## config.mk

```make
export PLATFORM = sky130hd
export DESIGN_NAME = station_offset_vote
export DESIGN_NICKNAME = d
export VERILOG_FILES = /design/src/rtl/sov_pkg.sv /design/src/rtl/sov_table.sv /design/src/rtl/sov_ctrl.sv /design/src/rtl/station_offset_vote.sv
export VERILOG_INCLUDE_DIRS = /design/src /design/src/rtl
export SDC_FILE = /design/constraint.sdc
export NUM_CORES = 2
export LEC_CHECK = 0
export CORE_MARGIN = 5
export CORE_UTILIZATION = 45
export DETAILED_ROUTE_END_ITERATION = 6
export DONT_BUFFER_PORTS = 1
export RECOVER_POWER = 50
export SETUP_SLACK_MARGIN = 0.05
export SLEW_MARGIN = 20
export SYNTH_ARGS = -nofsm -noshare
export SYNTH_HDL_FRONTEND = slang
export SYNTH_SLANG_ARGS = --single-unit
```

## constraint.sdc

```tcl
create_clock -name clock -period 10.4 [get_ports clock]
set_input_delay 0.52 -clock clock [delete_from_list [all_inputs] [get_ports clock]]
set_output_delay 0.52 -clock clock [all_outputs]
set_load 0.03 [all_outputs]
```

## src/rtl/assert_macros.svh

```systemverilog
// Assertion helpers for the RTL, used by station_offset_vote.
`ifndef ASSERT_MACROS_SVH
`define ASSERT_MACROS_SVH

// Check a property on every rising clock edge outside reset.
`define SOV_ASSERT(label, prop, msg) \
   label: assert property (@(posedge clock) disable iff (reset) prop) else $error(msg);

`endif

```

## src/rtl/sov_pkg.sv

```systemverilog
package sov_pkg;

   localparam int MAX_REPORTS = 16;
   localparam int CW          = $clog2(MAX_REPORTS + 1);
   localparam int IW          = (MAX_REPORTS > 1) ? $clog2(MAX_REPORTS) : 1;
   localparam int ID_W        = 16;
   localparam int OFF_W       = 48;
   localparam int TIME_W      = 47;
   localparam int TOL_W       = 32;
   localparam int OUT_CNT_W   = 5;

   localparam logic [1:0] CMD_CLEAR = 2'd0;
   localparam logic [1:0] CMD_ADD   = 2'd1;
   localparam logic [1:0] CMD_VOTE  = 2'd2;

   typedef enum logic [2:0] {
      S_IDLE,
      S_ADD_SCAN,
      S_CENTER,
      S_LATCH,
      S_SCAN,
      S_NEXT,
      S_DONE
   } state_type;

   typedef struct packed {
      logic [IW-1:0]    rd_addr;
      logic             wr_id_en;
      logic             wr_off_en;
      logic [IW-1:0]    wr_addr;
      logic [ID_W-1:0]  wr_id;
      logic [OFF_W-1:0] wr_off;
   } mem_req_type;

   typedef struct packed {
      logic                 accepted;
      logic                 quorum;
      logic [OFF_W-1:0]     median_off;
      logic [OUT_CNT_W-1:0] cluster_size;
      logic [OUT_CNT_W-1:0] station_count;
   } result_type;

   // |a - b| <= tol, both bounds checked in parallel after one subtract.
   function automatic logic agrees(input logic [OFF_W-1:0] a, input logic [OFF_W-1:0] b,
                                   input logic [TOL_W-1:0] tol);
      logic signed [OFF_W:0] d;
      logic signed [OFF_W:0] t;
      d = $signed({a[OFF_W-1], a}) - $signed({b[OFF_W-1], b});
      t = $signed({{(OFF_W + 1 - TOL_W){1'b0}}, tol});
      return (d <= t) && (d >= -t);
   endfunction

endpackage

```

## src/rtl/sov_table.sv

```systemverilog
module sov_table
   import sov_pkg::*;
(
   input  logic             clock,
   input  mem_req_type      mem_req,
   output logic [ID_W-1:0]  rd_id,
   output logic [OFF_W-1:0] rd_off
);

   logic [ID_W-1:0]  id_mem  [MAX_REPORTS];
   logic [OFF_W-1:0] off_mem [MAX_REPORTS];

   always_ff @(posedge clock) begin
      if (mem_req.wr_id_en) begin
         id_mem[mem_req.wr_addr] <= mem_req.wr_id;
      end
      if (mem_req.wr_off_en) begin
         off_mem[mem_req.wr_addr] <= mem_req.wr_off;
      end
      rd_id  <= id_mem[mem_req.rd_addr];
      rd_off <= off_mem[mem_req.rd_addr];
   end

endmodule

```

## src/rtl/sov_ctrl.sv

```systemverilog
module sov_ctrl
   import sov_pkg::*;
(
   input  logic              clock,
   input  logic              reset,
   input  logic              req_valid,
   output logic              req_ready,
   input  logic [1:0]        req_cmd,
   input  logic [ID_W-1:0]   req_station_id,
   input  logic [TIME_W-1:0] req_asserted_time_ms,
   input  logic [TIME_W-1:0] req_receive_time_ms,
   input  logic [TOL_W-1:0]  tolerance,
   output mem_req_type       mem_req,
   input  logic [ID_W-1:0]   rd_id,
   input  logic [OFF_W-1:0]  rd_off,
   output logic              res_valid,
   input  logic              res_ready,
   output result_type        res
);

   state_type        state_ff, state_in;
   logic [CW-1:0]    cnt_ff, cnt_in;
   logic [CW-1:0]    i_ff, i_in;
   logic [CW-1:0]    j_ff, j_in;
   logic             pend_ff, pend_in;
   logic [IW-1:0]    pidx_ff, pidx_in;
   logic             phase_ff, phase_in;
   logic [ID_W-1:0]  sid_ff, sid_in;
   logic [OFF_W-1:0] roff_ff, roff_in;
   logic [OFF_W-1:0] center_ff, center_in;
   logic             member_ff, member_in;
   logic [CW-1:0]    acc_ff, acc_in;
   logic [CW-1:0]    lt_ff, lt_in;
   logic [CW-1:0]    le_ff, le_in;
   logic [CW-1:0]    best_n_ff, best_n_in;
   logic [OFF_W-1:0] best_off_ff, best_off_in;
   logic [OFF_W-1:0] lo_ff, lo_in;
   logic [OFF_W-1:0] hi_ff, hi_in;
   logic             accepted_ff, accepted_in;
   logic             vote_ff, vote_in;

   logic             take;
   logic [CW-1:0]    k_hi, k_lo;
   logic signed [OFF_W:0] sum;
   logic signed [OFF_W:0] half;

   assign take  = req_valid && req_ready;
   assign k_hi  = best_n_ff >> 1;
   assign k_lo  = k_hi - 1'b1;
   assign sum   = $signed({lo_ff[OFF_W-1], lo_ff}) + $signed({hi_ff[OFF_W-1], hi_ff});
   // Halve with truncation toward zero.
   assign half  = (sum + $signed({{OFF_W{1'b0}}, sum[OFF_W]})) >>> 1;

   always_ff @(posedge clock) begin
      if (reset) begin
         state_ff <= S_IDLE;
         cnt_ff   <= '0;
         pend_ff  <= 1'b0;
      end else begin
         state_ff <= state_in;
         cnt_ff   <= cnt_in;
         pend_ff  <= pend_in;
      end
      i_ff        <= i_in;
      j_ff        <= j_in;
      pidx_ff     <= pidx_in;
      phase_ff    <= phase_in;
      sid_ff      <= sid_in;
      roff_ff     <= roff_in;
      center_ff   <= center_in;
      member_ff   <= member_in;
      acc_ff      <= acc_in;
      lt_ff       <= lt_in;
      le_ff       <= le_in;
      best_n_ff   <= best_n_in;
      best_off_ff <= best_off_in;
      lo_ff       <= lo_in;
      hi_ff       <= hi_in;
      accepted_ff <= accepted_in;
      vote_ff     <= vote_in;
   end

   // Next state.
   always_comb begin
      state_in = state_ff;
      case (state_ff)
         S_IDLE: begin
            if (take) begin
               if (req_cmd == CMD_ADD) begin
                  state_in = S_ADD_SCAN;
               end else if (req_cmd == CMD_VOTE && cnt_ff != '0) begin
                  state_in = S_CENTER;
               end else begin
                  state_in = S_DONE;
               end
            end
         end
         S_ADD_SCAN: begin
            if ((pend_ff && rd_id == sid_ff) || (!pend_ff && j_ff == cnt_ff)) begin
               state_in = S_DONE;
            end
         end
         S_CENTER: state_in = S_LATCH;
         S_LATCH:  state_in = S_SCAN;
         S_SCAN: begin
            if (!pend_ff && j_ff == cnt_ff) begin
               state_in = S_NEXT;
            end
         end
         S_NEXT: begin
            if (phase_ff && i_ff == cnt_ff - 1'b1) begin
               state_in = S_DONE;
            end else begin
               state_in = S_CENTER;
            end
         end
         S_DONE: begin
            if (res_ready) begin
               state_in = S_IDLE;
            end
         end
         default: state_in = S_IDLE;
      endcase
   end

   // Datapath and outputs.
   always_comb begin
      cnt_in      = cnt_ff;
      i_in        = i_ff;
      j_in        = j_ff;
      pend_in     = 1'b0;
      pidx_in     = pidx_ff;
      phase_in    = phase_ff;
      sid_in      = sid_ff;
      roff_in     = roff_ff;
      center_in   = center_ff;
      member_in   = member_ff;
      acc_in      = acc_ff;
      lt_in       = lt_ff;
      le_in       = le_ff;
      best_n_in   = best_n_ff;
      best_off_in = best_off_ff;
      lo_in       = lo_ff;
      hi_in       = hi_ff;
      accepted_in = accepted_ff;
      vote_in     = vote_ff;
      mem_req     = '0;
      req_ready   = (state_ff == S_IDLE);
      res_valid   = (state_ff == S_DONE);
      res         = '0;

      case (state_ff)
         S_IDLE: begin
            if (take) begin
               sid_in      = req_station_id;
               roff_in     = {1'b0, req_asserted_time_ms} - {1'b0, req_receive_time_ms};
               accepted_in = 1'b0;
               vote_in     = (req_cmd == CMD_VOTE) && (cnt_ff != '0);
               j_in        = '0;
               i_in        = '0;
               phase_in    = 1'b0;
               best_n_in   = '0;
               if (req_cmd == CMD_CLEAR) begin
                  cnt_in = '0;
               end
            end
         end
         S_ADD_SCAN: begin
            mem_req.wr_off = roff_ff;
            mem_req.wr_id  = sid_ff;
            if (pend_ff && rd_id == sid_ff) begin
               // Known station: overwrite its offset in place.
               mem_req.wr_off_en = 1'b1;
               mem_req.wr_addr   = pidx_ff;
               accepted_in       = 1'b1;
            end else if (j_ff != cnt_ff) begin
               mem_req.rd_addr = j_ff[IW-1:0];
               pidx_in         = j_ff[IW-1:0];
               j_in            = j_ff + 1'b1;
               pend_in         = 1'b1;
            end else if (!pend_ff && cnt_ff < CW'(MAX_REPORTS)) begin
               mem_req.wr_id_en  = 1'b1;
               mem_req.wr_off_en = 1'b1;
               mem_req.wr_addr   = cnt_ff[IW-1:0];
               cnt_in            = cnt_ff + 1'b1;
               accepted_in       = 1'b1;
            end
         end
         S_CENTER: begin
            mem_req.rd_addr = i_ff[IW-1:0];
         end
         S_LATCH: begin
            center_in       = rd_off;
            member_in       = agrees(rd_off, best_off_ff, tolerance);
            mem_req.rd_addr = '0;
            j_in            = CW'(1);
            pend_in         = 1'b1;
            acc_in          = '0;
            lt_in           = '0;
            le_in           = '0;
         end
         S_SCAN: begin
            if (pend_ff) begin
               if (!phase_ff) begin
                  if (agrees(rd_off, center_ff, tolerance)) begin
                     acc_in = acc_ff + 1'b1;
                  end
               end else if (agrees(rd_off, best_off_ff, tolerance)) begin
                  if ($signed(rd_off) < $signed(center_ff)) begin
                     lt_in = lt_ff + 1'b1;
                  end
                  if ($signed(rd_off) <= $signed(center_ff)) begin
                     le_in = le_ff + 1'b1;
                  end
               end
            end
            if (j_ff != cnt_ff) begin
               mem_req.rd_addr = j_ff[IW-1:0];
               j_in            = j_ff + 1'b1;
               pend_in         = 1'b1;
            end
         end
         S_NEXT: begin
            if (!phase_ff) begin
               if (acc_ff > best_n_ff) begin
                  best_n_in   = acc_ff;
                  best_off_in = center_ff;
               end
               if (i_ff == cnt_ff - 1'b1) begin
                  // Winner fixed; start the rank pass for the median.
                  phase_in = 1'b1;
                  i_in     = '0;
               end else begin
                  i_in = i_ff + 1'b1;
               end
            end else begin
               if (member_ff && lt_ff <= k_hi && k_hi < le_ff) begin
                  hi_in = center_ff;
               end
               if (member_ff && lt_ff <= k_lo && k_lo < le_ff) begin
                  lo_in = center_ff;
               end
               i_in = i_ff + 1'b1;
            end
         end
         S_DONE: begin
            res.accepted = accepted_ff;
            if (vote_ff) begin
               res.quorum        = (best_n_ff >= CW'(2));
               res.median_off    = best_n_ff[0] ? hi_ff : half[OFF_W-1:0];
               res.cluster_size  = OUT_CNT_W'(best_n_ff);
               res.station_count = OUT_CNT_W'(cnt_ff);
            end
         end
         default: ;
      endcase
   end

endmodule

```

## src/rtl/station_offset_vote.sv

```systemverilog
// Clear goes straight to the response; add scans the table for the station before writing;
// vote runs a cluster pass and then a rank pass, each scanning all stations for every center.
// Throughput: one command at a time; vote time is set by the two nested scans
// over the single read port of the offset memory.
// Reset: synchronous, active high; empties the table and zeroes the tolerance.
`include "assert_macros.svh"

module station_offset_vote
   import sov_pkg::*;
(
   input  logic                 clock,
   input  logic                 reset,
   input  logic                 req_valid,
   output logic                 req_ready,
   input  logic [1:0]           req_cmd,
   input  logic [ID_W-1:0]      req_station_id,
   input  logic [TIME_W-1:0]    req_asserted_time_ms,
   input  logic [TIME_W-1:0]    req_receive_time_ms,
   output logic                 rsp_valid,
   input  logic                 rsp_ready,
   output logic                 rsp_accepted,
   output logic                 rsp_quorum,
   output logic signed [OFF_W-1:0] rsp_median_off,
   output logic [OUT_CNT_W-1:0] rsp_cluster_size,
   output logic [OUT_CNT_W-1:0] rsp_station_count,
   input  logic                 csr_wr_en,
   input  logic [TOL_W-1:0]     csr_wr_data
);

   logic [TOL_W-1:0] tol_ff, tol_in;
   logic             rsp_valid_ff, rsp_valid_in;
   result_type       rsp_ff, rsp_in;
   mem_req_type      mem_req;
   logic [ID_W-1:0]  rd_id;
   logic [OFF_W-1:0] rd_off;
   logic             res_valid;
   logic             res_ready;
   result_type       res;

   sov_table u_table (
      .clock   (clock),
      .mem_req (mem_req),
      .rd_id   (rd_id),
      .rd_off  (rd_off)
   );

   sov_ctrl u_ctrl (
      .clock                (clock),
      .reset                (reset),
      .req_valid            (req_valid),
      .req_ready            (req_ready),
      .req_cmd              (req_cmd),
      .req_station_id       (req_station_id),
      .req_asserted_time_ms (req_asserted_time_ms),
      .req_receive_time_ms  (req_receive_time_ms),
      .tolerance            (tol_ff),
      .mem_req              (mem_req),
      .rd_id                (rd_id),
      .rd_off               (rd_off),
      .res_valid            (res_valid),
      .res_ready            (res_ready),
      .res                  (res)
   );

   assign res_ready    = !rsp_valid_ff || rsp_ready;
   assign tol_in       = csr_wr_en ? csr_wr_data : tol_ff;
   assign rsp_valid_in = (res_valid && res_ready) || (rsp_valid_ff && !rsp_ready);
   assign rsp_in       = (res_valid && res_ready) ? res : rsp_ff;

   always_ff @(posedge clock) begin
      if (reset) begin
         tol_ff       <= '0;
         rsp_valid_ff <= 1'b0;
      end else begin
         tol_ff       <= tol_in;
         rsp_valid_ff <= rsp_valid_in;
      end
      rsp_ff <= rsp_in;
   end

   assign rsp_valid         = rsp_valid_ff;
   assign rsp_accepted      = rsp_ff.accepted;
   assign rsp_quorum        = rsp_ff.quorum;
   assign rsp_median_off    = rsp_ff.median_off;
   assign rsp_cluster_size  = rsp_ff.cluster_size;
   assign rsp_station_count = rsp_ff.station_count;

   `SOV_ASSERT(a_busy_after_transfer, req_valid && req_ready |=> !req_ready,
               "sequencer took a second command")
   `SOV_ASSERT(a_cluster_in_table, rsp_valid |-> rsp_cluster_size <= rsp_station_count,
               "cluster larger than table")
   `SOV_ASSERT(a_add_no_vote_fields,
               rsp_valid && rsp_accepted |-> rsp_station_count == '0 && !rsp_quorum,
               "add result carries vote fields")
   `SOV_ASSERT(a_count_bound, rsp_valid |-> rsp_station_count <= OUT_CNT_W'(MAX_REPORTS),
               "table count beyond capacity")

endmodule
```

==> metrics.cfg <==
[routing]
drc=0
viasPerCell=5.72
post_drt_wl_per_cell_um=23.0
routed.top_layer=met4
vias=50400
routed-wl-met2_um=96200
wl_met1_um=90000
antenna_left=0
dr.pass1.iters=6
wl_met3_um=9950
drtIter0Drc=4268
wl_um=203000

[synthesis]
ys_ff_latch=1484
synth_area_um2=73400
synth_edf_count=1378
synth-async-reset-ratio_pct=0
syn_nets=7027
synthDistinctLibCells=110
netlist_instances=6491
ys_seq_area_share_pct=59.2
ys.flop_type=edfxtp_1
synth_warnings=0
synth.avg_cell_area_um2=11.3

[critical_path]
end_kind=flip-flop
critPathRequiredTime_ps=10810
worstSetupPathType=flip-flop to flip-flop
cp-start-kind=flip-flop
arrival_ps=7380
worst-path-max-fanout=12

[placement]
dp_hpwl_um=131000
place.gp.congestion=0.958
port_buffers=0

[clocking]
htree_levels=4
cts_buffer_depth=3
cts_resized=0
ctsHoldBuffers=84
cts_num_sinks=1484
clock-root-buffer=clkbuf_16
cts-buffers-inserted=157
cts_post_setup_buffers_inserted=0
clk_pin_slew_worst_paths_ps=60
cts_tree=yes
clk_latency_ps=780

[global_route]
grt_max_degree=178
grt.total_usage_pct=23.1
grt_overflow=0
first_global_vias=48900
grt_pass1_wl_um=302000
antenna_found_initial=9

[sta]
worst_pin_slew_ps=4290
post-route-period-util_pct=67.0
timing.slew.headroom_pct=-186
setup_viol=0
period_minus_slack_ps=6970
fin_skew_ps=54.2
max_freq_mhz=143
setup_tns_ps=0
rsz0062_at_grt=no
slew_violations=429
hold_violations=0

[finish]
final_common_cell=edfxtp_1
drive_above_1_share_pct=5.94
final_nets=7040
final_cell_mix=1378 x edfxtp_1, 1141 x nand2_1, 383 x ha_1, 347 x nor2_1, 288 x a21oi_1
area_delta_synth_final_pct=11.0
fill_cells=14400

[floorplan]
rows=148
die_w_um=414
initial_core_util_pct=45.2
io-pin-count=211
die_h_um=414
core_area_um2=163000
dieArea_um2=171000

[run]
cap_violations=8

[pwr]
power.leakage_uw=0.0299
p_total_uw=21100
power_density_nw_per_um2=259
max-vdd-ir-drop_v=0.000185

[hold_path]
hold_class=input port to flip-flop

[run_status]
violations=max-capacitance violations, max-slew violations
status=finished, violations left

-- worst max-delay path: stages, from the launching register on --
cell       delay, ps
dfxtp_1          340
inv_1            150
nand4_1          210
nor4_1           380
nand3_1          220
nor2_1           260
nand2_1          130
nor4_1           560
nand2_1          460
nor3_1           330
xnor2_1          130
ha_1             280
nand4_1          110
or3_1            410
nor4_1           420
a41o_1           230
nor3_1            40
a21oi_1          240
o2111ai_1        140
or4_1            430
o41ai_2          490
nand2_1          140
a221oi_2         500
-- per-layer routing --
metal,track usage (%),up-vias
met5,0,-
met4,7.10,0
met3,2.81,303
met2,38.4,1485
met1,32.0,24700
li1,-,23900
-- per-stage QoR --
stage                     util (%)  worst slack, ps  cells  hold WS, ps  instance area, um^2
after detailed placement      46.6             3450   8436          425                75800
after CTS                     50.2             3430   8807         20.4                81600
after global routing          50.1             2730   8810         33.2                81500
final                         50.1             3430   8810         68.3                81500
after floorplan                  -              401   6491          408                73400
after global placement        46.6             3580   8436          414                75800
-- logic make-up (layout without fill, tap and decap cells) --
| logic type | after synthesis | in the layout | share of synthesized area, % |
|---|---|---|---|
| xor gates and xnor gates | 279 | 279 | 3.34 |
| muxes | 52 | 52 | 0.712 |
| DFF | 1484 | 1484 | 59.2 |
| other | 0 | 3 | 0 |
| buffers and inverters | 564 | 705 | 3.04 |
| adders and majority gates | 387 | 387 | 6.63 |
| AOI/OAI and AO/OA | 1391 | 1391 | 12.5 |
| and+or+nand+nor | 2334 | 2334 | 14.5 |
-- power breakdown --
group          internal (uW)  switching, uW  leakage (uW)
Clock                   3030           2310       0.00240
Combinational           2700           5470        0.0139
Sequential              7210            382        0.0136
-- layout make-up --
class	count	area (um^2)	share of cell area (%)
repair buffers	160	1430	1.75
diodes	3	7.51	0.00921
flip-flops and latches	1484	43500	53.4
inverters	258	970	1.19
clock inverters	73	692	0.849
multi-input cells	4443	27900	34.3
well taps	2175	2720	3.34
clock buffers	214	4250	5.21
-- path summary, 6_finish.rpt --
path	end	start	slack [ps]	depth (start not counted)
setup / recovery	u_ctrl.le_ff[3]	tol_ff[7]	3430	22
hold / removal	u_ctrl.roff_ff[47]	req_asserted_time_ms[46]	70	2
setup reg to reg	u_ctrl.le_ff[3]	tol_ff[7]	3430	22
hold reg to reg	u_ctrl.center_ff[0]	u_table.rd_off[0]	450	0
-- sequential cells by signal, indices dropped and copies added (netlist names), 16 cells and up --
signal              flops
u_table.rd_off         48
u_table.rd_id          16
u_ctrl.sid_ff          16
u_table.id_mem        256
u_ctrl.roff_ff         48
tol_ff                 32
u_table.off_mem       768
u_ctrl.hi_ff           48
u_ctrl.lo_ff           48
rsp_median_off         48
u_ctrl.center_ff       48
u_ctrl.best_off_ff     48
-- Yosys cell counts, drive strengths merged (102+ instances only) --
master     n  area [um^2]
a211oi   161         1240
a21oi    297         1530
a31oi    146          913
and2     216         1350
clkbuf   235          895
dfxtp    106         2120
edfxtp  1378        41400
ha       383         4790
inv      256          961
nand2   1144         4290
nand3    220         1110
nand4    102          651
nor2     377         1430
o21ai    299         1510
xnor2    170         1500
xor2     109          955
(Power assumes the default switching activity.)
